File: config.mk
export PLATFORM = sky130hd
export DESIGN_NAME = delimited_field_extractor
export DESIGN_NICKNAME = d
export VERILOG_FILES = /design/src/rtl/dfe_pkg.sv /design/src/rtl/dfe_core.sv /design/src/rtl/dfe_out_fifo.sv /design/src/rtl/delimited_field_extractor.sv
export VERILOG_INCLUDE_DIRS = /design/src /design/src/rtl
export SDC_FILE = /design/constraint.sdc
export NUM_CORES = 1
export LEC_CHECK = 0
export BUFFER_PORTS_ARGS = -buffer_cell sky130_fd_sc_hd__buf_2
export CELL_PAD_IN_SITES_DETAIL_PLACEMENT = 0
export CELL_PAD_IN_SITES_GLOBAL_PLACEMENT = 1
export CORE_MARGIN = 10
export CORE_UTILIZATION = 42
export CTS_CLUSTER_SIZE = 10
export DETAILED_ROUTE_END_ITERATION = 10
export PLACE_DENSITY_LB_ADDON = 0.1
export SYNTH_ARGS = -nofsm -noshare
export SYNTH_HDL_FRONTEND = slang
export SYNTH_SLANG_ARGS = --single-unit
File: constraint.sdc
create_clock -name clk -period 4.7 [get_ports clk]
set_input_delay 0.94 -clock clk [delete_from_list [all_inputs] [get_ports clk]]
set_output_delay 0.94 -clock clk [all_outputs]
set_load 0.005 [all_outputs]
File: src/rtl/delimited_field_extractor_macros.svh
// Assertion macros for the delimited field extractor; bodies vanish for synthesis.
`ifndef DELIMITED_FIELD_EXTRACTOR_MACROS_SVH
`define DELIMITED_FIELD_EXTRACTOR_MACROS_SVH

`ifndef SYNTHESIS
// Same-cycle implication, sampled on clk, off while arst_n is low.
`define DFE_ASSERT_NOW(label, ante, cons) \
	label: assert property (@(posedge clk) disable iff (!arst_n) (ante) |-> (cons)) \
		else $error("dfe assertion failed");
// Next-cycle implication, sampled on clk, off while arst_n is low.
`define DFE_ASSERT_NEXT(label, ante, cons) \
	label: assert property (@(posedge clk) disable iff (!arst_n) (ante) |=> (cons)) \
		else $error("dfe assertion failed");
`else
`define DFE_ASSERT_NOW(label, ante, cons)
`define DFE_ASSERT_NEXT(label, ante, cons)
`endif

`endif

File: src/rtl/dfe_pkg.sv
// Types and constants shared by the delimited field extractor modules.
`timescale 1ns / 1ps
package dfe_pkg;

	localparam int MAX_OUT_LEN = 256;

	// Length cap ceiling: MAX_OUT_LEN-1, never above 255.
	localparam logic [8:0] CAP_LIMIT = 9'((MAX_OUT_LEN - 1 > 255) ? 255 : MAX_OUT_LEN - 1);

	localparam int FIFO_DEPTH = 4;
	localparam int PTR_W = $clog2(FIFO_DEPTH);
	localparam int CNT_W = $clog2(FIFO_DEPTH + 1);

	localparam logic [7:0] LEAD_MIN = 8'h80;

	typedef enum logic [1:0] {
		REG_DELIMITER    = 2'd0,
		REG_FIELD_NUMBER = 2'd1,
		REG_BUFFER_SIZE  = 2'd2
	} reg_index_t;

	typedef enum logic [1:0] {
		PH_SKIP    = 2'd0,
		PH_EXTRACT = 2'd1,
		PH_DONE    = 2'd2
	} phase_t;

	typedef struct packed {
		logic [6:0] delimiter;
		logic [7:0] field_number;
		logic [8:0] buffer_size;
	} cfg_t;

	typedef struct packed {
		logic [7:0] out_byte;
		logic       is_status;
		logic       found;
		logic [7:0] field_length;
		logic       last;
	} result_t;

	// Up to two results per request, written into the queue together.
	typedef struct packed {
		logic [1:0] count;
		result_t    r0;
		result_t    r1;
	} push_t;

endpackage

File: src/rtl/dfe_core.sv
// Per-byte field extraction logic: string state and result formation.
`timescale 1ns / 1ps
`include "delimited_field_extractor_macros.svh"
module dfe_core import dfe_pkg::*; (
	input  logic       clk,
	input  logic       arst_n,
	input  logic       fire,
	input  logic [7:0] data_byte,
	input  logic       end_of_string,
	input  cfg_t       cfg,
	output push_t      push
);

	phase_t     phase_q, phase_d;
	logic [7:0] fields_passed_q, fields_passed_d;
	logic       lead_pending_q, lead_pending_d;
	logic [7:0] held_lead_q, held_lead_d;
	logic [7:0] bytes_out_q, bytes_out_d;
	logic       at_field_start_q, at_field_start_d;

	logic [8:0] cap_raw;
	logic [7:0] cap;
	logic       bs_zero, is_lead, is_delim, before_field;
	logic       full, pair_nofit, do_extract, emit_pair, emit_one;

	// Cap = min(buffer_size-1, CAP_LIMIT); only used when buffer_size != 0
	assign cap_raw      = cfg.buffer_size - 9'd1;
	assign cap          = (cap_raw > CAP_LIMIT) ? CAP_LIMIT[7:0] : cap_raw[7:0];
	assign bs_zero      = (cfg.buffer_size == 9'd0);
	assign is_lead      = (data_byte >= LEAD_MIN);
	assign is_delim     = (data_byte == {1'b0, cfg.delimiter});
	assign before_field = (fields_passed_q < cfg.field_number);
	assign full         = (bytes_out_q >= cap);
	assign pair_nofit   = (({1'b0, bytes_out_q} + 9'd1) >= {1'b0, cap});

	// Extraction runs in EXTRACT, or on the byte that opens the field
	assign do_extract = fire && !end_of_string && !bs_zero &&
		((phase_q == PH_EXTRACT) ||
		 ((phase_q == PH_SKIP) && !lead_pending_q && !before_field));
	assign emit_pair  = do_extract && lead_pending_q && !pair_nofit;
	assign emit_one   = do_extract && !lead_pending_q && !full && !is_lead && !is_delim;

	always_comb begin : next_state
		phase_d          = phase_q;
		fields_passed_d  = fields_passed_q;
		lead_pending_d   = lead_pending_q;
		held_lead_d      = held_lead_q;
		bytes_out_d      = bytes_out_q;
		at_field_start_d = at_field_start_q;
		if (fire && end_of_string) begin
			phase_d          = PH_SKIP;
			fields_passed_d  = 8'd1;
			lead_pending_d   = 1'b0;
			bytes_out_d      = 8'd0;
			at_field_start_d = 1'b0;
		end else if (fire && !bs_zero) begin
			case (phase_q)
				PH_SKIP: begin
					if (lead_pending_q) begin
						lead_pending_d = 1'b0;
					end else if (before_field) begin
						if (is_lead) begin
							lead_pending_d = 1'b1;
							held_lead_d    = data_byte;
						end else if (is_delim) begin
							fields_passed_d = fields_passed_q + 8'd1;
						end
					end else begin
						phase_d          = PH_EXTRACT;
						at_field_start_d = 1'b1;
					end
				end
				PH_EXTRACT, PH_DONE: ;
				default: ;
			endcase
			if (do_extract) begin
				if (lead_pending_q) begin
					lead_pending_d = 1'b0;
					if (pair_nofit) begin
						phase_d = PH_DONE;
					end else begin
						bytes_out_d = bytes_out_q + 8'd2;
					end
				end else if (full || (!is_lead && is_delim)) begin
					phase_d = PH_DONE;
				end else if (is_lead) begin
					lead_pending_d = 1'b1;
					held_lead_d    = data_byte;
				end else begin
					bytes_out_d = bytes_out_q + 8'd1;
				end
			end
		end
	end

	always_comb begin : outputs
		push = '0;
		if (fire && end_of_string) begin
			push.count           = 2'd1;
			push.r0.is_status    = 1'b1;
			push.r0.last         = 1'b1;
			push.r0.found        = !bs_zero &&
				(at_field_start_q || ((phase_q == PH_SKIP) && lead_pending_q));
			push.r0.field_length = bs_zero ? 8'd0 : bytes_out_q;
		end else if (emit_pair) begin
			push.count       = 2'd2;
			push.r0.out_byte = held_lead_q;
			push.r1.out_byte = data_byte;
		end else if (emit_one) begin
			push.count       = 2'd1;
			push.r0.out_byte = data_byte;
		end
	end

	always_ff @(posedge clk or negedge arst_n) begin
		if (!arst_n) begin
			phase_q          <= PH_SKIP;
			fields_passed_q  <= 8'd1;
			lead_pending_q   <= 1'b0;
			bytes_out_q      <= 8'd0;
			at_field_start_q <= 1'b0;
		end else begin
			phase_q          <= phase_d;
			fields_passed_q  <= fields_passed_d;
			lead_pending_q   <= lead_pending_d;
			bytes_out_q      <= bytes_out_d;
			at_field_start_q <= at_field_start_d;
		end
	end

	always_ff @(posedge clk) begin
		held_lead_q <= held_lead_d;
	end

	// A pair only leaves from EXTRACT with a lead held
	`DFE_ASSERT_NOW(a_pair_src, push.count == 2'd2, lead_pending_q && (phase_q == PH_EXTRACT))
	// Terminator restarts the string
	`DFE_ASSERT_NEXT(a_eos_reset, fire && end_of_string,
		(phase_q == PH_SKIP) && (bytes_out_q == 8'd0) && !at_field_start_q)
	// Bytes are only counted once the field is reached
	`DFE_ASSERT_NOW(a_count_field, bytes_out_q != 8'd0, at_field_start_q)

endmodule

File: src/rtl/dfe_out_fifo.sv
// Small result queue decoupling the extraction stage from the result channel.
`timescale 1ns / 1ps
`include "delimited_field_extractor_macros.svh"
module dfe_out_fifo import dfe_pkg::*; (
	input  logic    clk,
	input  logic    arst_n,
	input  push_t   push,
	output logic    room,
	output logic    out_valid,
	input  logic    out_stall,
	output result_t out_data
);

	result_t           mem_q [FIFO_DEPTH];
	logic [PTR_W-1:0]  wr_ptr_q, rd_ptr_q, wr_ptr_p1;
	logic [CNT_W-1:0]  count_q;
	logic              pop;

	assign room      = (count_q <= CNT_W'(FIFO_DEPTH - 2));
	assign out_valid = (count_q != '0);
	assign out_data  = mem_q[rd_ptr_q];
	assign pop       = out_valid && !out_stall;
	assign wr_ptr_p1 = wr_ptr_q + PTR_W'(1);

	always_ff @(posedge clk) begin
		if (push.count != 2'd0) begin
			mem_q[wr_ptr_q] <= push.r0;
		end
		if (push.count == 2'd2) begin
			mem_q[wr_ptr_p1] <= push.r1;
		end
	end

	always_ff @(posedge clk or negedge arst_n) begin
		if (!arst_n) begin
			wr_ptr_q <= '0;
			rd_ptr_q <= '0;
			count_q  <= '0;
		end else begin
			wr_ptr_q <= wr_ptr_q + PTR_W'(push.count);
			if (pop) begin
				rd_ptr_q <= rd_ptr_q + PTR_W'(1);
			end
			count_q <= count_q + CNT_W'(push.count) - CNT_W'(pop);
		end
	end

	`DFE_ASSERT_NOW(a_no_overflow, push.count != 2'd0, room)
	`DFE_ASSERT_NOW(a_count_range, 1'b1, count_q <= CNT_W'(FIFO_DEPTH))

endmodule

File: src/rtl/delimited_field_extractor.sv
// Top level of the delimited field extractor: request register, registers, queue.
//
//  channel  | signals                                          | direction
//  ---------+--------------------------------------------------+----------
//  byte     | byte_valid, byte_stall, data_byte, end_of_string | in
//  result   | result_valid, result_stall, out_byte, ...        | out
//  cfg      | cfg_valid, cfg_ready, cfg_index, cfg_data        | in
//
// One byte request per cycle while byte_stall is low; a request is registered,
// then processed in one pass that pushes 0, 1 or 2 results into a four-entry
// result queue. A double-byte pair yields two results, so the result port's
// one-per-cycle drain, while result_stall is low, sets the rate there.
// Reset (arst_n low) clears the string state, the queue and loads the
// register defaults: delimiter '|', field 1, buffer size 256.
// byte_stall rises while a request is held and the queue lacks room for two
// more results.
`timescale 1ns / 1ps
`include "delimited_field_extractor_macros.svh"
module delimited_field_extractor import dfe_pkg::*; (
	input  logic       clk,
	input  logic       arst_n,
	// byte channel
	input  logic       byte_valid,
	output logic       byte_stall,
	input  logic [7:0] data_byte,
	input  logic       end_of_string,
	// result channel
	output logic       result_valid,
	input  logic       result_stall,
	output logic [7:0] out_byte,
	output logic       is_status,
	output logic       found,
	output logic [7:0] field_length,
	output logic       last,
	// register writes
	input  logic       cfg_valid,
	output logic       cfg_ready,
	input  logic [1:0] cfg_index,
	input  logic [8:0] cfg_data
);

	cfg_t       cfg_q;
	logic       valid_s1;
	logic [7:0] data_byte_s1;
	logic       eos_s1;
	logic       room, advance, accept;
	push_t      push;
	result_t    head;

	// Registers are always writable; the user lets writes land only while idle
	assign cfg_ready = 1'b1;

	always_ff @(posedge clk or negedge arst_n) begin
		if (!arst_n) begin
			cfg_q.delimiter    <= 7'd124;
			cfg_q.field_number <= 8'd1;
			cfg_q.buffer_size  <= 9'd256;
		end else if (cfg_valid && cfg_ready) begin
			case (reg_index_t'(cfg_index))
				REG_DELIMITER:    cfg_q.delimiter    <= cfg_data[6:0];
				REG_FIELD_NUMBER: cfg_q.field_number <= cfg_data[7:0];
				REG_BUFFER_SIZE:  cfg_q.buffer_size  <= cfg_data;
				default: ;
			endcase
		end
	end

	// Request register: holds while the queue cannot take two more results
	assign advance    = valid_s1 && room;
	assign byte_stall = valid_s1 && !room;
	assign accept     = byte_valid && !byte_stall;

	always_ff @(posedge clk or negedge arst_n) begin
		if (!arst_n) begin
			valid_s1 <= 1'b0;
		end else if (accept) begin
			valid_s1 <= 1'b1;
		end else if (advance) begin
			valid_s1 <= 1'b0;
		end
	end

	always_ff @(posedge clk) begin
		if (accept) begin
			data_byte_s1 <= data_byte;
			eos_s1       <= end_of_string;
		end
	end

	dfe_core u_core (
		.clk           (clk),
		.arst_n        (arst_n),
		.fire          (advance),
		.data_byte     (data_byte_s1),
		.end_of_string (eos_s1),
		.cfg           (cfg_q),
		.push          (push)
	);

	dfe_out_fifo u_fifo (
		.clk       (clk),
		.arst_n    (arst_n),
		.push      (push),
		.room      (room),
		.out_valid (result_valid),
		.out_stall (result_stall),
		.out_data  (head)
	);

	assign out_byte     = head.out_byte;
	assign is_status    = head.is_status;
	assign found        = head.found;
	assign field_length = head.field_length;
	assign last         = head.last;

	// A stalled request stays in the register
	`DFE_ASSERT_NEXT(a_s1_hold, valid_s1 && !room, valid_s1)
	// A terminator always produces its status result
	`DFE_ASSERT_NOW(a_eos_status, advance && eos_s1, push.count == 2'd1)

endmodule
[Word-level counts from Yosys, hierarchy flattened]
Memory sizes are Yosys's and may differ from the RTL's.
Index checks and enable logic that the tools add are counted.
Word-level totals
  word-level logic and storage cells: 157
  memories: 1
  register bits after elaboration: 69
  RAM bits: 76
  output and inout bits: 22
  input bits: 25
Cells by class
  equality and inequality tests: 11
  reduce and logical (&&, ||, !) cells: 52
  add/sub/neg operators: 10
  order comparisons: 6
  bitwise operators: 1
  multiplexer cells: 61
Memories
  u_fifo.mem_q: words 4, width 19, read ports 1, clocked after memory_dff 0, wr ports 2, line dfe_out_fifo.sv:14  | result_t mem_q [FIFO_DEPTH];
Operators with widths (count)
  $mux W8: 27
  $mux W1: 21
  $logic_and A1 B1 Y1: 20
  $mux W2: 10
  $add A8 B1 Y8 const B: 2
  $reduce_bool A2 Y1: 7
  $logic_not A1 Y1: 11
  $mux W11: 1
  $mux W10: 1
  $add A8 B1 Y9 const B: 1
  $ge A9 B8 Y1: 1
  $gt A9 B8 Y1 const B: 1
  $logic_not A9 Y1: 1
  $mux W9: 1
  $sub A9 B1 Y9 const B: 1
  $add A8 B2 Y8 const B: 1
  $eq A8 B7 Y1: 1
  $ge A8 B8 Y1: 1
  $ge A8 B8 Y1 const B: 1
  $lt A8 B8 Y1: 1
  $reduce_and A2 Y1: 4
  $ne A2 B2 Y1 const B: 3
  $reduce_and A6 Y1: 1
  $reduce_and A5 Y1: 1
  other kinds (15): 21

[Longest topological paths before layout]
Gate-level depths: netlist of the first run.
  depth after elaboration: 15
  mapped depth: 23
  mapped depth without buffers: 20

[By module]
Synthesis of the first run repeated with hierarchy kept, for this count alone.
Second synthesis, totals
  cells, all modules: 623
  area, all modules: 8169.1 µm²
Modules (own cells, without submodules)
  dfe_out_fifo: area each 4086.4 µm², cells each 224, times used 1, sequential area each 2457.4 µm²
  dfe_core: area each 2826.5 µm², cells each 331, times used 1, sequential area each 742.0 µm²
  delimited_field_extractor: area each 1256.2 µm², cells each 68, times used 1, sequential area each 904.6 µm²

[Worst setup path before layout of the first run]
Ideal clock, no wire load.
  path kind: flip-flop to flip-flop
  start point: reg cfg_q[0] (netlist bit)
  end point: reg u_fifo.count_q[2]
  buffers on the path: 3
  required time: 4.577 ns
  arrival time: 4.609 ns
  period minus slack after synthesis: 4.732 ns
  setup time: 0.123 ns
  cell stages (with the launch flop): 24
  slack: -0.032 ns
  path through: dfrtp_1 -> inv_1 -> ha_1 -> clkbuf_1 -> nor3b_1 -> xor2_1 -> o2111ai_1 -> nor2_1 -> nor2_1 -> nor2_1 -> nor2_1 -> ha_1 -> and4_1 -> and3_1 -> a221oi_1 -> nand2_1 -> nor3_4 -> inv_4 -> buf_6 -> buf_6 -> ha_1 -> inv_1 -> fa_1 -> xnor2_1
On the way
  word-level cells in the longest chain between the ends: 13
  elaborated cells between the ends (all ways): 22
  those cells by class: add/sub (3); order compare (3); mux (4); reduce/logical (12)
Ends and longest elaborated chain
  from (decl): line delimited_field_extractor.sv:42  | cfg_t cfg_q;
  $sub A9 B1 Y9 / $logic_not A9 Y1 (equally long branches): line dfe_core.sv:27, dfe_core.sv:29
  $gt A9 B8 Y1 / $logic_not A1 Y1 (equally long branches): line dfe_core.sv:28, dfe_core.sv:37
  $mux W8 / $logic_and A1 B1 Y1 (equally long branches): line dfe_core.sv:28, dfe_core.sv:37
  $ge A8 B8 Y1 / $logic_and A1 B1 Y1 (equally long branches): line dfe_core.sv:33, dfe_core.sv:37
  $logic_not A1 Y1 / $logic_and A1 B1 Y1 (equally long branches): line dfe_core.sv:41  | assign emit_one = do_extract && !lead_pending_q && !full && !is_lead && !is_delim;
  $logic_and A1 B1 Y1 (3 in series): line dfe_core.sv:41
  $mux W9: line dfe_core.sv:109  | end else if (emit_one) begin
  $mux W10 *: line dfe_core.sv:105  | end else if (emit_pair) begin
  $mux W2 *: line dfe_core.sv:98  | if (fire && end_of_string) begin
  $add A3 B2 Y3 *: line dfe_out_fifo.sv:44  | count_q <= count_q + CNT_W'(push.count) - CNT_W'(pop);
  $sub A3 B1 Y3 *: line dfe_out_fifo.sv:44
  to (signal assigned): line dfe_out_fifo.sv:44
  to (decl): line dfe_out_fifo.sv:16  | logic [CNT_W-1:0] count_q;
Mark *: on every way between the ends. The rest lies on a longest branch, timed or not.
A chain may end at the register's enable or synchronous reset.

[Worst setup path in the final report of the first run]
  start point: reg cfg_q[1] (netlist bit)
  end point: reg u_fifo.count_q[2]
Same word-level chain as after synthesis.

==> impl_metrics.toml, run 1 <==
[placed_design]
dp_slack_ns = -0.1466
place_area_mm2 = 0.008222
io_buffers = 45
dp_hpwl_um = 14790
gp_congestion = 0.9157

[global_route]
grt_usage = 0.1733
antenna_found_initial = 0
grt_pass1_wl_um = 33200
grt_max_degree = 53
grt_overflow = 0
gr-usage-met1 = 0.2334
grt_use_met3 = 0.03832
gr-max-usage-layer = "met2"
use_met2 = 0.2769
grt_pass1_vias = 5790

[synthesis]
syn-cell-area_mm2 = 0.007677
yosysMostFrequentCell = "edfxtp_1"
yosys_warnings = 0
synth_edf_count = 49
synth_common_cells = "edfxtp_1 (49), dfrtp_1 (44), nand2_1 (41)"
synth_area_leaders = "edfxtp_1 (19%), dfrtp_1 (14%), dfxtp_1 (10%)"
syn_area_per_cell_um2 = 11.27
seq_area_frac_synth = 0.4668
synth_cell_types = 73
synth_flop_cell = "edfxtp_1"
async_reset_ff_frac = 0.3688
synth_top_cell_by_area = "edfxtp_1"
syn-num-nets = 737
synth_seq_cells = 141
syn_inst = 681
synth.top_cell.area_share = 0.1917

[layout]
nNetsFinal = 800
multi_input_area_mm2 = 0.003830
num_antenna_cells = 0
postLayoutCellArea_mm2 = 0.008932
fillers = 1635
drive_gt1_frac = 0.2959
seq_area_mm2 = 0.003586
area_growth_pct = 16.35

[setup_path]
path_common_cell = "nor2_1"
endpoint_kind = "flop"
path_cells = "or4_4, o21a_1, o2111ai_2, nor2_1, nor2_1, nor2_2, nor2_1, ha_1, and4_1, and3_1, a221oi_2, nand2_1, nor3_4, inv_4, ha_1, inv_1, fa_1, xnor2_1"
cp_slowest_cell = "or4_4"
cp-start-kind = "flop"
critPathKind = "reg -> reg"
max_stage_delay_ns = 0.51
crit_required_ns = 5.00
cp_data_arrival_time_ns = 4.79
crit_fanout = 13

[power]
vdd_drop_max_uv = 305.4
clkPwrFrac = 0.262
p_comb_frac = 0.362
sequentialPowerShare = 0.376
power_switching_share = 0.3707
power.net_switching_mw = 1.868
p_int_mw = 3.170
p_per_area_mw_per_mm2 = 564.1
power.total_mw = 5.038
p_leak_nw = 3.454

[floorplanning]
die_h_um = 155.2
initial_utilization = 0.4274
ios = 47
core.rowCount = 49
die_x_um = 155.2
coreArea_mm2 = 0.01796
dieArea_mm2 = 0.02409

[detailed_routing]
drc = 0
routed_wl_um = 20930
first_iter_violations = 443
ant_nets = 0
wire_per_inst_um = 21.23
avgViaCountPerCell = 5.918
firstDrtPassIters = 6
via_count = 5835

[timing]
maxSlewViolCount = 0
setup_viol_count_final = 0
fin_skew_ns = 0.009761
fin_crit_ns = 4.494
slew_headroom = 0.1362
finalHoldViolCount = 0
worst_pin_slew_ns = 1.286
setup_ws_ns = 0.2059
fin_crit_sh = 0.9562
max_freq_ghz = 0.2225

[status]
status = "completed"

[worst_hold_path]
min_path_type = "reg -> reg"

[clock_network]
htreeDepth = 4
clockBufferDepth = 2
clkTransAtPathRegs_ns = 0.06
root_buffer = "clkbuf_16"
cts_tree = "built"
cts_made_buffers = 17
clock_sinks = 141
insertion_delay_ns = 0.42

[run]
drv_cap = 0
==> layout by cell type, fill, tap and decap left out, types with 4 or more instances in the layout <==
master      instances
xor2_1              5
mux2_2             32
nand4_1            14
a21o_1              8
dfxtp_1            40
o32ai_1            16
a31o_2             14
or3_1               6
mux2i_1             8
inv_1              38
o221a_2             8
o31ai_1             6
o21a_1              7
o211ai_1            4
o2bb2ai_1           9
nor4_1             22
buf_2              45
nand2b_1            5
dfstp_2             8
nand2_1            38
nor2_1             37
o21ai_0            19
nor3_1             15
o21ai_1             8
clkinvlp_4          4
edfxtp_1           49
nand3_1            14
a32o_1              9
a211oi_1            4
ha_1               29
buf_4              36
dfrtp_1            42
a21oi_1            11
xnor2_1            27
clkbuf_16          17
mux4_2             18
==> final timing paths <==
kind	start	end	slack [ns]	depth (start not counted)
worst min-delay path	u_fifo.mem_q[1][0]$_SDFFE_PP0P_	u_fifo.mem_q[1][0]$_SDFFE_PP0P_	0.46	1
min in group asynchronous	arst_n	u_core.bytes_out_q[3]$_DFFE_PN0P_	0.63	2
worst min register to register	u_fifo.mem_q[1][0]$_SDFFE_PP0P_	u_fifo.mem_q[1][0]$_SDFFE_PP0P_	0.46	1
worst max-delay path	cfg_q[1]$_DFFE_PN0P_	u_fifo.count_q[2]$_DFF_PN0_	0.21	18
max in group asynchronous	arst_n	cfg_q[1]$_DFFE_PN0P_	3.52	2
worst max register to register	cfg_q[1]$_DFFE_PN0P_	u_fifo.count_q[2]$_DFF_PN0_	0.21	18
==> kinds of logic (layout without fill, tap and decap cells) <==
kind of cell | count (synthesis) | in the layout | share of synthesized area
adder cells (fa/ha/maj) | 31 | 31 | 0.05150
AND/OR/NAND/NOR | 185 | 185 | 0.1286
AO/OA/AOI/OAI | 154 | 154 | 0.1610
multiplexers | 58 | 58 | 0.1102
other | 1 | 1 | 0.0004884
flip-flops | 141 | 141 | 0.4668
XOR/XNOR | 32 | 32 | 0.03651
buffers and inverters | 79 | 155 | 0.04498
==> metal layers <==
layer	vias to the layer above	wire [um]
li1	2738	-
met2	160	10060
met3	21	942
met4	0	240
met1	2916	9689
met5	-	0
==> final cells by class <==
| type | instances | share of cell area |
|---|---|---|
| well taps | 229 | 0.03208 |
| clock inverters | 14 | 0.01625 |
| repair buffers | 81 | 0.05547 |
| clock buffers | 18 | 0.04805 |
| multi-input cells | 461 | 0.4288 |
| inverters | 42 | 0.01793 |
| flip-flops and latches | 141 | 0.4015 |
==> worst max-delay path: cells and delay by family, from the launching register on <==
kind                     cells  cell delay [ns]
AND/OR/NAND/NOR              9             1.80
buffers and inverters        2             0.18
flip-flops                   1             0.44
adder cells (fa/ha/maj)      3             1.02
XOR/XNOR                     1             0.14
AO/OA/AOI/OAI                3             0.78
==> state kept, by name, summed over array words and instances, names as in the netlist, 2 cells and up <==
| name | cells |
|---|---|
| cfg_q | 24 |
| u_fifo.wr_ptr_q | 2 |
| u_core.fields_passed_q | 8 |
| u_core.phase_q | 2 |
| u_fifo.count_q | 3 |
| u_core.bytes_out_q | 8 |
| u_fifo.mem_q | 72 |
| data_byte_s1 | 8 |
| u_core.held_lead_q | 8 |
| u_fifo.rd_ptr_q | 2 |
==> power groups by stage <==
stage               clock, mW  sequential (mW)  combinational [mW]
finish                   1.32             1.90                1.82
global route             1.40             1.94                2.01
CTS                      1.34             1.89                1.80
detailed placement          0             1.91                1.79
global placement            0             1.91                1.75
floorplan                   0             1.74                1.34
==> what timing repair did <==
item / 4_1_cts / 5_1_grt
endpoints found under the setup margin: 68 / 121
gates resized for setup: 6 / 19
setup buffers: 4 / 3
hold buffers: 0 / 0
pin swaps: 2 / 6
==> stage by stage <==
step           std cells  TNS, ns  hold WS (ns)    util
2_1_floorplan        681        0        0.4273       -
3_3_place_gp         947  -0.2301        0.4544  0.4577
3_5_place_dp         947   -3.507        0.4498  0.4577
4_1_cts              983        0        0.4631  0.4922
5_1_grt              986  -0.8512        0.4840  0.4972
6_report             986        0        0.4576  0.4972
No activity file was read; power rests on OpenSTA's default activity.
==> run 2, diff against run 1 <==
--- a/config.mk
+++ b/config.mk
@@ -13,6 +13,7 @@
 export CORE_UTILIZATION = 42
 export CTS_CLUSTER_SIZE = 10
 export DETAILED_ROUTE_END_ITERATION = 10
+export GPL_TIMING_DRIVEN = 0
 export PLACE_DENSITY_LB_ADDON = 0.1
 export SYNTH_ARGS = -nofsm -noshare
 export SYNTH_HDL_FRONTEND = slang
==> impl_metrics.toml, run 2 (synthesis gave the netlist of run 1 again) <==
[clock_network]
cts_made_buffers = 17
cts-hold-fix-buffers = 0
cts_tree = "built"
clockBufferDepth = 2
clock_sinks = 141
root_buffer = "clkbuf_16"
htreeDepth = 4
insertion_delay_ns = 0.42
clkTransAtPathRegs_ns = 0.06

[timing]
fin_crit_ns = 4.556
worst_pin_slew_ns = 1.304
maxSlewViolCount = 0
setup_viol_count_final = 0
slew_headroom = 0.1289
fin_crit_sh = 0.9694
hold_ws_ns = 0.4668
fin_skew_ns = 0.008154
max_freq_ghz = 0.2195
finalHoldViolCount = 0
setup_ws_ns = 0.1437

[setup_path]
crit_family = "simple AND/OR/NAND/NOR gates"
reg2reg_depth = 21
cp.depth = 21
reg2reg_from = "cfg_q[1]$_DFFE_PN0P_"
critPathKind = "reg -> reg"
cp_slowest_cell = "or4_4"
cp-start-kind = "flop"
ff2ff_setup_slack_ns = 0.14
endpoint_kind = "flop"
crit_buf_inv = 5
crit_required_ns = 5.00
crit_fanout = 6
path_cells = "or4_4, o21a_1, o2111ai_2, nor2_1, nor2_2, buf_4, o21ai_4, ha_4, nand2_2, and4_1, and3_4, a221oi_2, nand2_2, nor3_4, inv_4, buf_8, buf_8, ha_4, inv_1, fa_2, xnor2_2"
critPathCapture = "u_fifo.count_q[2]$_DFF_PN0_"
cp_data_arrival_time_ns = 4.85
critPathLaunch = "cfg_q[1]$_DFFE_PN0P_"
max_stage_delay_ns = 0.58
timing.rr.end = "u_fifo.count_q[2]$_DFF_PN0_"

[floorplanning]
die_x_um = 155.2
dieArea_mm2 = 0.02409
initial_utilization = 0.4274
die_h_um = 155.2
core.rowCount = 49
coreArea_mm2 = 0.01796
ios = 47

[layout]
reg_top3 = "u_fifo.mem_q: 72 flops, cfg_q: 24 flops"
stdcell_count = 1019
largest-register = "u_fifo.mem_q"
final_cell_mix = "buf_2 (49), edfxtp_1 (49), dfrtp_1 (41)"
largest_reg_flops = 72
drive_gt1_frac = 0.3367
area_growth_pct = 22.05
num_antenna_cells = 0
nNetsFinal = 833

[detailed_routing]
first_iter_violations = 409
wire_per_inst_um = 21.21
firstDrtPassIters = 5
avgViaCountPerCell = 5.831
via_count = 5942
ant_nets = 0
drc = 0
routed_wl_um = 21610

[power]
p_per_area_mw_per_mm2 = 561.0
p_leak_nw = 3.586
vdd_drop_max_uv = 299.1
power.total_mw = 5.256

[global_route]
grt_usage = 0.1767
grt_pass1_wl_um = 33820
antenna_found_initial = 0
grt_max_degree = 53
grt_overflow = 0
grt_pass1_vias = 6107

[worst_hold_path]
min_path_type = "reg -> reg"
whs_path_depth = 1

[placed_design]
dpl.cell_count = 955
dp_hpwl_um = 15740
gp_congestion = 0.8364
dp_slack_ns = -0.8192
io_buffers = 45

[status]
status = "completed"

[run]
drv_cap = 0
-- run 2: layout make-up --
cell class,instances,area [um2]
Sequential cell,141,3587
Timing Repair Buffer,79,505.5
Multi-Input combinational cell,461,4081
Tap cell,229,286.5
Clock buffer,22,464.2
Inverter,42,162.7
Fill cell,1576,8593
Clock inverter,10,90.09
Buffer,35,192.7
-- run 2: per-layer routing --
layer | routed length (um) | global-route usage | vias to the layer above
met2 | 10370 | 0.2842 | 149
met1 | 9963 | 0.2334 | 2958
li1 | - | - | 2811
met5 | 0 | 0 | -
met4 | 312 | 0.05660 | 0
met3 | 958 | 0.03612 | 24
-- run 2: how the worst min path moves through the flow --
stage / from / endpoint
2_1_floorplan: u_fifo.mem_q[3][0]$_SDFFE_PP0P_ / u_fifo.mem_q[3][0]$_SDFFE_PP0P_
3_3_place_gp: u_fifo.mem_q[3][0]$_SDFFE_PP0P_ / u_fifo.mem_q[3][0]$_SDFFE_PP0P_
5_1_grt: u_fifo.mem_q[0][8]$_SDFFE_PP0N_ / u_fifo.mem_q[0][8]$_SDFFE_PP0N_
6_report: u_fifo.mem_q[3][0]$_SDFFE_PP0P_ / u_fifo.mem_q[3][0]$_SDFFE_PP0P_
4_1_cts: u_fifo.mem_q[3][0]$_SDFFE_PP0P_ / u_fifo.mem_q[3][0]$_SDFFE_PP0P_
3_5_place_dp: u_fifo.mem_q[1][0]$_SDFFE_PP0P_ / u_fifo.mem_q[1][0]$_SDFFE_PP0P_
-- run 2: timing repair --
item	in CTS	in global routing
setup endpoints to repair	122	118
gates resized for setup	39	39
pin swaps	16	22
cloned	0	0
buffers inserted	18	16
-- run 2: power breakdown --
group          switching, mW  total (mW)  internal, mW  leakage [nW]
logic                   1.23        2.17         0.935          1.90
registers              0.207        1.80          1.59          1.41
clock network          0.532        1.29         0.756         0.271
total                   1.97        5.26          3.28          3.59
-- run 2: stage by stage --
step                instance area, um2    util  setup TNS [ns]
detailed placement                8189  0.4559          -48.39
CTS                               9042  0.5034               0
floorplan                         7677       -               0
finish                            9370  0.5216               0
global placement                  8189  0.4559          -40.55
global route                      9370  0.5216        -0.03501
